`src/design/pfml_pkg.sv`:
```
// shared types and constants for the pts floor-match latency table
package pfml_pkg;

  localparam int KEY_W    = 64;
  localparam int TIME_W   = 64;
  localparam int LAT_W    = 32;
  localparam int STATUS_W = 2;
  localparam int CFG_DATA_W = 32;
  localparam int CFG_ADDR_W = 3;

  localparam logic [KEY_W-1:0]      PTS_INVALID   = '1;
  localparam logic [LAT_W-1:0]      LATENCY_RESET = 32'd5000000;
  // register index taken from paddr[2]
  localparam logic                  REG_MAX_LATENCY = 1'b0;

  typedef enum logic [STATUS_W-1:0] {
    STATUS_OK      = 2'd0,
    STATUS_NOMATCH = 2'd1,
    STATUS_REJECT  = 2'd2
  } status_t;

  typedef enum logic [2:0] {
    OP_HOLD,
    OP_CMP,
    OP_INS,
    OP_EVI,
    OP_OVR,
    OP_SHL
  } cell_op_t;

  typedef enum logic [1:0] {
    S_IDLE,
    S_CMP,
    S_REC,
    S_QRY
  } fsm_t;

  // one table entry plus its compare flags against the current key
  typedef struct packed {
    logic [KEY_W-1:0]  key;
    logic [TIME_W-1:0] cap;
    logic              vld;
    logic              le;
    logic              eq;
  } cell_t;

  // command broadcast to every cell
  typedef struct packed {
    cell_op_t          op;
    logic [KEY_W-1:0]  key;
    logic [TIME_W-1:0] cap;
  } cell_cmd_t;

  // left of the first cell acts as a key below everything
  localparam cell_t CELL_EDGE_LEFT  = '{key: '0, cap: '0, vld: 1'b0, le: 1'b1, eq: 1'b0};
  localparam cell_t CELL_EDGE_RIGHT = '{key: '0, cap: '0, vld: 1'b0, le: 1'b0, eq: 1'b0};

endpackage

```
`src/design/pfml_cfg.sv`:
```
// apb register holding the maximum accepted latency
module pfml_cfg (
  input  logic                                 clk,
  input  logic                                 rst_n,
  input  logic                                 psel,
  input  logic                                 penable,
  input  logic                                 pwrite,
  input  logic [pfml_pkg::CFG_ADDR_W-1:0]      paddr,
  input  logic [pfml_pkg::CFG_DATA_W-1:0]      pwdata,
  output logic [pfml_pkg::CFG_DATA_W-1:0]      prdata,
  output logic                                 pready,
  output logic [pfml_pkg::LAT_W-1:0]           max_latency
);
  import pfml_pkg::*;

  logic [LAT_W-1:0] max_lat_r;
  logic             hit_reg;

  assign hit_reg = (paddr[2] == REG_MAX_LATENCY);
  assign pready  = 1'b1;

  always_ff @(posedge clk) begin
    if (!rst_n) begin
      max_lat_r <= LATENCY_RESET;
    end else if (psel && penable && pwrite && pready && hit_reg) begin
      max_lat_r <= pwdata[LAT_W-1:0];
    end
  end

  assign prdata      = hit_reg ? max_lat_r : '0;
  assign max_latency = max_lat_r;

endmodule

```
`config.mk`:
```
export PLATFORM = sky130hd
export DESIGN_NAME = pfml_cfg
export DESIGN_NICKNAME = d
export VERILOG_FILES = /design/src/design/pfml_pkg.sv /design/src/design/pfml_cfg.sv
export SDC_FILE = /design/constraint.sdc
export NUM_CORES = 1
export LEC_CHECK = 0
export ABC_AREA = 1
export ABC_CLOCK_PERIOD_IN_PS = 800
export BUFFER_PORTS_ARGS = -buffer_cell sky130_fd_sc_hd__buf_4
export CORE_MARGIN = 4
export CORE_UTILIZATION = 38
export DETAILED_ROUTE_END_ITERATION = 12
export PLACE_DENSITY = 0.76
export SETUP_SLACK_MARGIN = 0.2
export SLEW_MARGIN = 25
export SYNTH_ARGS = -nofsm -noshare
export SYNTH_HDL_FRONTEND = slang
export SYNTH_SLANG_ARGS = --single-unit
```
`constraint.sdc`:
```
create_clock -name clk -period 0.8 [get_ports clk]
set_clock_uncertainty 0.1 [all_clocks]
set_input_delay 0.04 -clock clk [delete_from_list [all_inputs] [get_ports clk]]
set_output_delay 0.04 -clock clk [all_outputs]
set_load 0.02 [all_outputs]
```
==> flow_metrics.tcl <==
set metrics [dict create \
    antenna_found_initial 0 \
    vias 2042 \
    place_hpwl_mm 3.59 \
    cp_max_fo 3 \
    pwr-share-comb_pct 27.6 \
    layout_commonest_cell "buf_6" \
    worstPathRequired_ns 0.66 \
    first_pass_iters 4 \
    std_cell_rows 23 \
    crit_buf_inv 2 \
    die_x_um 73.4 \
    clkTransAtPathRegs_ns 0.06 \
    cap_violations 0 \
    violations "negative hold slack, negative setup slack" \
    cts_made_buffers 5 \
    hold_viol_final 21 \
    rsz0062_at_grt "true" \
    clkLatencyLatePin_ns 0.28 \
    status "complete, but fails checks" \
    first_iter_violations 78 \
    layout_common_cells "buf_6 (81), buf_4 (42), nor2_1 (41)" \
    port_buffers 101 \
    grt_max_degree 33 \
    routed_wirelength_mm 6.22 \
    cpLargestDelayFamily "flip-flops" \
    vias_per_cell 4.67 \
    path_cells "inv_2, nor2_4, buf_6" \
    fin_util_pct 85.4 \
    path_class "reg -> out" \
    tns_ns -11.53 \
    drive_gt1_share_pct 67.4 \
    design_area_um2 3470 \
    fmax_mhz 956 \
    whs_ns -0.144 \
    worstHoldPathType "in -> reg" \
    setup_viol 65 \
    start_util_pct 40.0 \
    overflow 0 \
    power.density_nw_per_um2 1190 \
    startpoint_type "register" \
    netlist_area_um2 1620 \
    ys_ff_latch 32 \
    syn_avg_cell_area_um2 6.15 \
    pin_count 105 \
    intPower_mw 2.90 \
    cp-end-kind "output port" \
    syn2layout_area_growth_pct 113 \
    slowest_stage "dfxtp_2" \
    yosysUniqueCellTypes 15 \
    seqPwrFrac_pct 41.4 \
    largest_reg_flops 32 \
    diodes 0 \
    ctsHtreeMaxLevel 2 \
    ir_worst_vdd_v 0.000843 \
    grt_pass1_wl_mm 8.18 \
    synth.area.top_cells "dfxtp_1 (39%), nor2_1 (18%), inv_1 (13%)" \
    place_inst 413 \
    root_buffer "clkbuf_8" \
    dieArea_um2 5380 \
    switchingPower_mw 1.22 \
    fin_nets 426 \
    grt_pass1_vias 1799 \
    wire_per_inst_um 14.2 \
    p_leak_nw 1.70 \
    ys.warnings.count 0 \
    p_total_mw 4.12 \
    finalCritPeriodShare_pct 131 \
    post_layout_nonfiller_instances 437 \
    cts_tree "yes" \
    layout_setup_ws_ns -0.246 \
    fin_crit_ns 1.05 \
    clkPwrFrac_pct 31.0 \
    gp_congestion 0.746 \
    swShare_pct 29.6 \
    die_height_um 73.4 \
    syn_inst 264 \
    grtUsageTotal_pct 19.5 \
    dp_worst_setup_slack_ns -0.226 \
    yosysTopAreaCellShare_pct 39.4 \
    synth_top_area_cell "dfxtp_1" \
    synth_nets 304 \
    cts_max_path_buffers 2 \
    coreArea_um2 4060 \
    dpl-instance-area_um2 2790 \
    clkSinkCount 32 \
    postRouteAntennaNets 0 \
    slew_violations 0 \
    crit_path_max_incr_delay_ns 0.36 \
    worstPathArrival_ns 0.91 \
    drc 0 \
    yosysSeqAreaShare_pct 39.4 \
]
[worst register-to-register path, stage by stage (launching register included)]
cell     delay [ns]
dfxtp_2        0.33
buf_4          0.14
nor2_1         0.10
nor2_1         0.06
[layout make-up]
type	count	area, um^2
Timing Repair Buffer	130	1380
Clock buffer	8	90.1
Multi-Input combinational cell	158	1000
Tap cell	50	62.6
Fill cell	230	591
Inverter	59	226
Sequential cell	32	706
[synthesized netlist by cell type]
master     n
buf_1      2
buf_2      2
buf_4      3
buf_6      4
clkbuf_1   4
conb_1     1
dfxtp_1   32
inv_1     57
inv_2      2
nand2_1   41
nand2_2    2
nand3_1   32
nor2_1    80
nor2_4     1
nor2_8     1
[power groups by stage]
stage | Clock (mW) | Combinational [mW] | Sequential [mW]
after detailed placement | 0 | 0.926 | 1.74
after global routing | 1.35 | 1.22 | 1.71
after global placement | 0 | 0.912 | 1.73
after CTS | 1.30 | 1.02 | 1.72
final | 1.28 | 1.14 | 1.70
after floorplan | 0 | 0.475 | 1.80
[cell families (layout without fill, tap and decap cells)]
| logic type | count (synthesis) | in the layout | synth area share [%] |
|---|---|---|---|
| buffers and inverters | 74 | 197 | 19.8 |
| flip-flops | 32 | 32 | 39.4 |
| AND/OR/NAND/NOR | 157 | 157 | 40.5 |
| other | 1 | 1 | 0.231 |
[final timing paths]
kind                         from               to  slack [ns]  cells after the start
setup / recovery  max_latency[16]       prdata[16]       -0.25                      3
hold / removal         pwdata[22]  max_latency[22]       -0.14                      3
setup reg to reg  max_latency[20]  max_latency[20]       -0.02                      3
hold reg to reg   max_latency[14]  max_latency[14]        0.39                      2
[repair_timing]
item / 4_1_cts / 5_1_grt
cloned: 0 / 4
setup endpoints to repair: 96 / 96
buffers inserted: 3 / 9
resized for setup: 95 / 51
pin swaps: 42 / 13
endpoints found under the hold margin: 31 / 9
[per-layer routing]
metal	vias up	routed length (um)	GRT usage (%)
met5	-	0	0
li1	1007	-	-
met3	13	449	4.38
met1	945	2180	21.8
met4	0	131	6.64
met2	77	3460	35.9
Note: power is estimated with default switching activity, not from simulation.
