<file path="config.mk">
export PLATFORM = sky130hd
export DESIGN_NAME = pfml_cell
export DESIGN_NICKNAME = d
export VERILOG_FILES = /design/src/design/pfml_pkg.sv /design/src/design/pfml_cell.sv
export SDC_FILE = /design/constraint.sdc
export NUM_CORES = 1
export LEC_CHECK = 0
export ABC_AREA = 0
export BUFFER_PORTS_ARGS = -buffer_cell sky130_fd_sc_hd__clkbuf_2
export CORE_AREA = 5 5 203 205
export DETAILED_ROUTE_END_ITERATION = 12
export DIE_AREA = 0 0 208 210
export PLACE_DENSITY_LB_ADDON = 0.2
export SYNTH_ARGS = -nofsm -noshare
export SYNTH_HDL_FRONTEND = slang
export SYNTH_SLANG_ARGS = --single-unit
</file>
<file path="constraint.sdc">
create_clock -name clk -period 12.5 [get_ports clk]
set_clock_uncertainty 0.1 [all_clocks]
set_input_delay 1.25 -clock clk [delete_from_list [all_inputs] [get_ports clk]]
set_output_delay 1.25 -clock clk [all_outputs]
set_load 0.05 [all_outputs]
</file>
<file path="src/design/pfml_pkg.sv">
// shared types and constants for the pts floor-match latency table
package pfml_pkg;

  localparam int KEY_W    = 64;
  localparam int TIME_W   = 64;
  localparam int LAT_W    = 32;
  localparam int STATUS_W = 2;
  localparam int CFG_DATA_W = 32;
  localparam int CFG_ADDR_W = 3;

  localparam logic [KEY_W-1:0]      PTS_INVALID   = '1;
  localparam logic [LAT_W-1:0]      LATENCY_RESET = 32'd5000000;
  // register index taken from paddr[2]
  localparam logic                  REG_MAX_LATENCY = 1'b0;

  typedef enum logic [STATUS_W-1:0] {
    STATUS_OK      = 2'd0,
    STATUS_NOMATCH = 2'd1,
    STATUS_REJECT  = 2'd2
  } status_t;

  typedef enum logic [2:0] {
    OP_HOLD,
    OP_CMP,
    OP_INS,
    OP_EVI,
    OP_OVR,
    OP_SHL
  } cell_op_t;

  typedef enum logic [1:0] {
    S_IDLE,
    S_CMP,
    S_REC,
    S_QRY
  } fsm_t;

  // one table entry plus its compare flags against the current key
  typedef struct packed {
    logic [KEY_W-1:0]  key;
    logic [TIME_W-1:0] cap;
    logic              vld;
    logic              le;
    logic              eq;
  } cell_t;

  // command broadcast to every cell
  typedef struct packed {
    cell_op_t          op;
    logic [KEY_W-1:0]  key;
    logic [TIME_W-1:0] cap;
  } cell_cmd_t;

  // left of the first cell acts as a key below everything
  localparam cell_t CELL_EDGE_LEFT  = '{key: '0, cap: '0, vld: 1'b0, le: 1'b1, eq: 1'b0};
  localparam cell_t CELL_EDGE_RIGHT = '{key: '0, cap: '0, vld: 1'b0, le: 1'b0, eq: 1'b0};

endpackage

</file>
<file path="src/design/pfml_cell.sv">
// one table cell: holds an entry and trades it with its neighbors
module pfml_cell (
  input  logic              clk,
  input  logic              rst_n,
  input  pfml_pkg::cell_cmd_t cmd,
  input  pfml_pkg::cell_t   left,
  input  pfml_pkg::cell_t   right,
  output pfml_pkg::cell_t   cur
);
  import pfml_pkg::*;

  cell_t cur_r;
  cell_t cur_nxt;
  cell_t fresh;

  assign fresh = '{key: cmd.key, cap: cmd.cap, vld: 1'b1, le: 1'b0, eq: 1'b0};

  always_comb begin
    cur_nxt = cur_r;
    case (cmd.op)
      OP_CMP: begin
        cur_nxt.le = cur_r.vld && (cur_r.key <= cmd.key);
        cur_nxt.eq = cur_r.vld && (cur_r.key == cmd.key);
      end
      OP_INS: begin
        // entries above the key move right, the slot at the boundary takes the new one
        if (!left.le) begin
          cur_nxt = left;
        end else if (!cur_r.le) begin
          cur_nxt = fresh;
        end
      end
      OP_EVI: begin
        // full table: entries at or below the key move left, smallest falls off
        if (right.le) begin
          cur_nxt = right;
        end else if (cur_r.le) begin
          cur_nxt = fresh;
        end
      end
      OP_OVR: begin
        if (cur_r.eq) begin
          cur_nxt.cap = cmd.cap;
        end
      end
      OP_SHL: begin
        cur_nxt = right;
      end
      default: begin
        cur_nxt = cur_r;
      end
    endcase
  end

  always_ff @(posedge clk) begin
    if (!rst_n) begin
      cur_r.vld <= 1'b0;
      cur_r.le  <= 1'b0;
      cur_r.eq  <= 1'b0;
    end else begin
      cur_r <= cur_nxt;
    end
  end

  assign cur = cur_r;

endmodule

</file>
==> summary by stage <==
STA
The minimum clock period after layout is 3.63 ns. Setup repair after global routing left no endpoint under its margin. The final setup TNS is 0 ns. The tightest slew margin relative to the limit is 0.317. Of the available clock period, the critical path in the final layout requires 0.290. The worst hold slack is 0.422 ns. For the pin with the worst max-slew slack, the measured transition is 1.02 ns. The final hold violation count was 0. The fmax is 276 MHz.

The count of endpoints failing setup in the final report is 0. The max-slew violation total from the final report is 0.

Critical path
The endpoint arrival time on the critical path is 3.66 ns. The startpoint identified for the worst register-to-register timing path is cur[130]. Across all register-to-register paths, the minimum setup slack is 9.51 ns. The worst setup path is launched from an input port.

Among cell families on the critical path, the largest total delay comes from compound AO/OA/AOI/OAI gates. The type of element capturing the critical path is a flip-flop. The critical path contains buffers and inverters numbering 2 combined.

The signal on the critical path passes through clkbuf_2, and2b_1, a21oi_4, buf_4, a21oi_1. The endpoint of the lowest-slack register-to-register path is cur[1]. The delay of the slowest cell on the worst path is 0.83 ns. The required arrival time at the worst endpoint is 12.54 ns. The slowest cell on the critical path is sky130_fd_sc_hd__a21oi_4.

The start-to-end type of the worst setup path is in -> reg. In this run the worst path has a maximum fanout of 90. Counting cells, the worst reg-to-reg path comes to 7.

Synthesis
The synthesis warning total is 0. After synthesis, the share of flip-flops with an asynchronous set or reset is 0. In this run, synthesis produced a sequential element count of 131. The synthesized netlist net count is 1316. The sequential-to-total area share from yosys stat is 0.456. The number of distinct library cells after synthesis is 42. The number of synthesized flops with an enable pin is 128. The most frequently used flop master after synthesis is sky130_fd_sc_hd__edfxtp_1. The synthesized netlist occupies a cell area of 8550 µm².

The cell count after synthesis came out at 856. The synthesized area divided by synthesized cell count is 9.99 µm².

Clock network
The maximum level of the CTS H-tree is 4. The number of buffers inserted during clock tree synthesis is 17. The deepest clock path buffer count is 2.

The clock tree root driver cell is sky130_fd_sc_hd__clkbuf_16. The clock-pin slew on the worst setup and hold paths is 0.06 ns. The number of setup buffers added after CTS is 0. The number of resized instances in the post-cts repair step is 0.

Clock latency on the worst-skew pair, taken at its later pin, is 0.43 ns. The sink count of the clock tree is 131. TritonCTS built the clock tree.

The number of buffers inserted for hold repair after clock tree synthesis is 0.

Power and ir drop
Summed over all cells, the static leakage comes to 5.90 nW. Power spread over the standard cell area amounts to 121 nW/µm². Total power for the finished layout comes to 1.50 mW.

The worst voltage drop across the vdd grid is 0.0917 mV.

GRT
Global routing finished with a remaining overflow of 0. The total track usage is 0.161. The largest net degree at the start of global routing is 91. The initial antenna violation count was 5. The via count of the first global-routing pass is 9321.

The wire length of the first global-routing pass is 55000 µm.

Die
The number of top-level pins is 526. The x dimension of the die is 208 µm. Measured along the y axis, the die boundary spans 210 µm. The area of the die is 43700 µm².

The standard cell core area is 39300 µm². After floorplanning, the core was divided into 73 placement rows. The initial cell density of the core is 0.218.

Finish
The final cell count without fillers is 1889. The net count reported at finish is 1808. The register with the most flip-flops in the layout has 131 of them. After routing the design area is 12400 µm². Leaving out fill and tap cells, the most frequent cells in the layout are 525 x sky130_fd_sc_hd__clkbuf_2, 158 x sky130_fd_sc_hd__a21oi_1, 130 x sky130_fd_sc_hd__inv_1, 128 x sky130_fd_sc_hd__edfxtp_1. From synthesis to final layout, the design area changed by 45.1%. The share of post-route cells with drive strength above 1 is 0.425. The library cell used most frequently in the layout, excluding fill and tap cells, is sky130_fd_sc_hd__clkbuf_2.

Detailed routing
After detailed routing, the number of vias per cell comes to 4.77. In this run, the number of DRC markers left after iteration 0 of detailed routing was 527. The routed design has 37000 µm of wire. The routed layout has 9003 vias. The number of routed nets with antenna violations is 0. The first TritonRoute pass finished after 8 iterations.

The routed wire length per instance is 19.6 µm. The remaining routing DRC violations is 0.

Status
The run finished with clean final reports.

Placement
Routability-driven placement finished with a final weighted congestion of 0.900. The count of input and output buffers is 525. The count of placed standard cells including taps is 1854. The half-perimeter wire length after detailed placement is 29100 µm. The placed instances occupy a cell area of 11800 µm².

Hold path
The hold-critical path depth is 2. The worst hold path startpoint is cur[0]. The path with the worst hold slack has its endpoint at cur[0]. The min-delay analysis places its worst path in the category reg -> reg.

Run
The number of violations of the max-capacitance limit is 0.
worst max path at each step:
| stage | start | to | cells past startpoint |
|---|---|---|---|
| finish | cmd[130] | cur[10] | 5 |
| global route | cmd[130] | cur[35] | 6 |
| CTS | cmd[127] | cur[1] | 9 |
| detailed placement | cmd[127] | cur[1] | 9 |
| global placement | cmd[127] | cur[1] | 9 |
| floorplan | cmd[128] | cur[10] | 6 |
synthesized netlist by cell type, types with 2 or more instances:
| cell type | count | area, µm² |
|---|---|---|
| sky130_fd_sc_hd__o22ai_1 | 2 | 12.5 |
| sky130_fd_sc_hd__nor2_1 | 9 | 33.8 |
| sky130_fd_sc_hd__clkbuf_1 | 49 | 184 |
| sky130_fd_sc_hd__a221oi_1 | 66 | 578 |
| sky130_fd_sc_hd__or4_4 | 2 | 22.5 |
| sky130_fd_sc_hd__a21oi_1 | 161 | 806 |
| sky130_fd_sc_hd__dfxtp_1 | 3 | 60.1 |
| sky130_fd_sc_hd__buf_2 | 10 | 50.1 |
| sky130_fd_sc_hd__nor3_1 | 4 | 20.0 |
| sky130_fd_sc_hd__nand2_1 | 21 | 78.8 |
| sky130_fd_sc_hd__nor4_1 | 2 | 12.5 |
| sky130_fd_sc_hd__buf_1 | 3 | 11.3 |
| sky130_fd_sc_hd__o21a_1 | 2 | 15.0 |
| sky130_fd_sc_hd__a222oi_1 | 64 | 641 |
| sky130_fd_sc_hd__nand4_1 | 12 | 75.1 |
| sky130_fd_sc_hd__nand3_1 | 11 | 55.1 |
| sky130_fd_sc_hd__ha_1 | 65 | 813 |
| sky130_fd_sc_hd__o21ai_0 | 10 | 50.1 |
| sky130_fd_sc_hd__a21boi_0 | 3 | 22.5 |
| sky130_fd_sc_hd__o31ai_1 | 3 | 22.5 |
| sky130_fd_sc_hd__nand2b_1 | 4 | 25.0 |
| sky130_fd_sc_hd__a211oi_1 | 2 | 15.0 |
| sky130_fd_sc_hd__inv_1 | 130 | 488 |
| sky130_fd_sc_hd__nor2b_1 | 67 | 419 |
| sky130_fd_sc_hd__and4_1 | 3 | 26.3 |
| sky130_fd_sc_hd__edfxtp_1 | 128 | 3840 |
| sky130_fd_sc_hd__a21o_1 | 5 | 37.5 |
power by group:
part           internal [mW]  total [mW]  switching, mW
logic                  0.134       0.390          0.256
clock network          0.360       0.568          0.208
registers              0.526       0.538         0.0126
metal layers:
layer  wire [µm]  up-vias  GRT usage  part of all wire
met3        3580       48     0.0673             0.097
met1       14300     4231      0.182              0.39
met4         958        6     0.0589             0.026
met5          34        -          0           0.00092
met2       18200      394      0.274              0.49
li1            -     4324          -                 -
cell type report:
type | count | area [µm²]
Multi-Input combinational cell | 532 | 4000
Clock inverter | 12 | 205
Fill cell | 4267 | 26900
Inverter | 131 | 492
Tap cell | 525 | 657
Sequential cell | 131 | 3900
Clock buffer | 20 | 447
Antenna cell | 3 | 7.51
Timing Repair Buffer | 535 | 2700
worst min-delay path, cell delays in order (launching register included):
cell	delay [ns]
sky130_fd_sc_hd__dfxtp_1	0.35
sky130_fd_sc_hd__inv_1	0.08
sky130_fd_sc_hd__a221oi_2	0.05
through the flow:
step                setup WS [ns]  utilization
global placement             8.41        0.299
CTS                          8.88        0.316
global route                 8.74        0.316
finish                       8.87        0.316
detailed placement           8.44        0.299
floorplan                    5.56            -
logic make-up after synthesis:
logic type,count (synthesis),synth area share
AOI/OAI and AO/OA,326,0.266
adders and majority gates,65,0.0951
buffers and inverters,193,0.0861
DFF,131,0.456
and+or+nand+nor,140,0.0951
muxes,1,0.00132
Power figures use the tool's default switching activity.
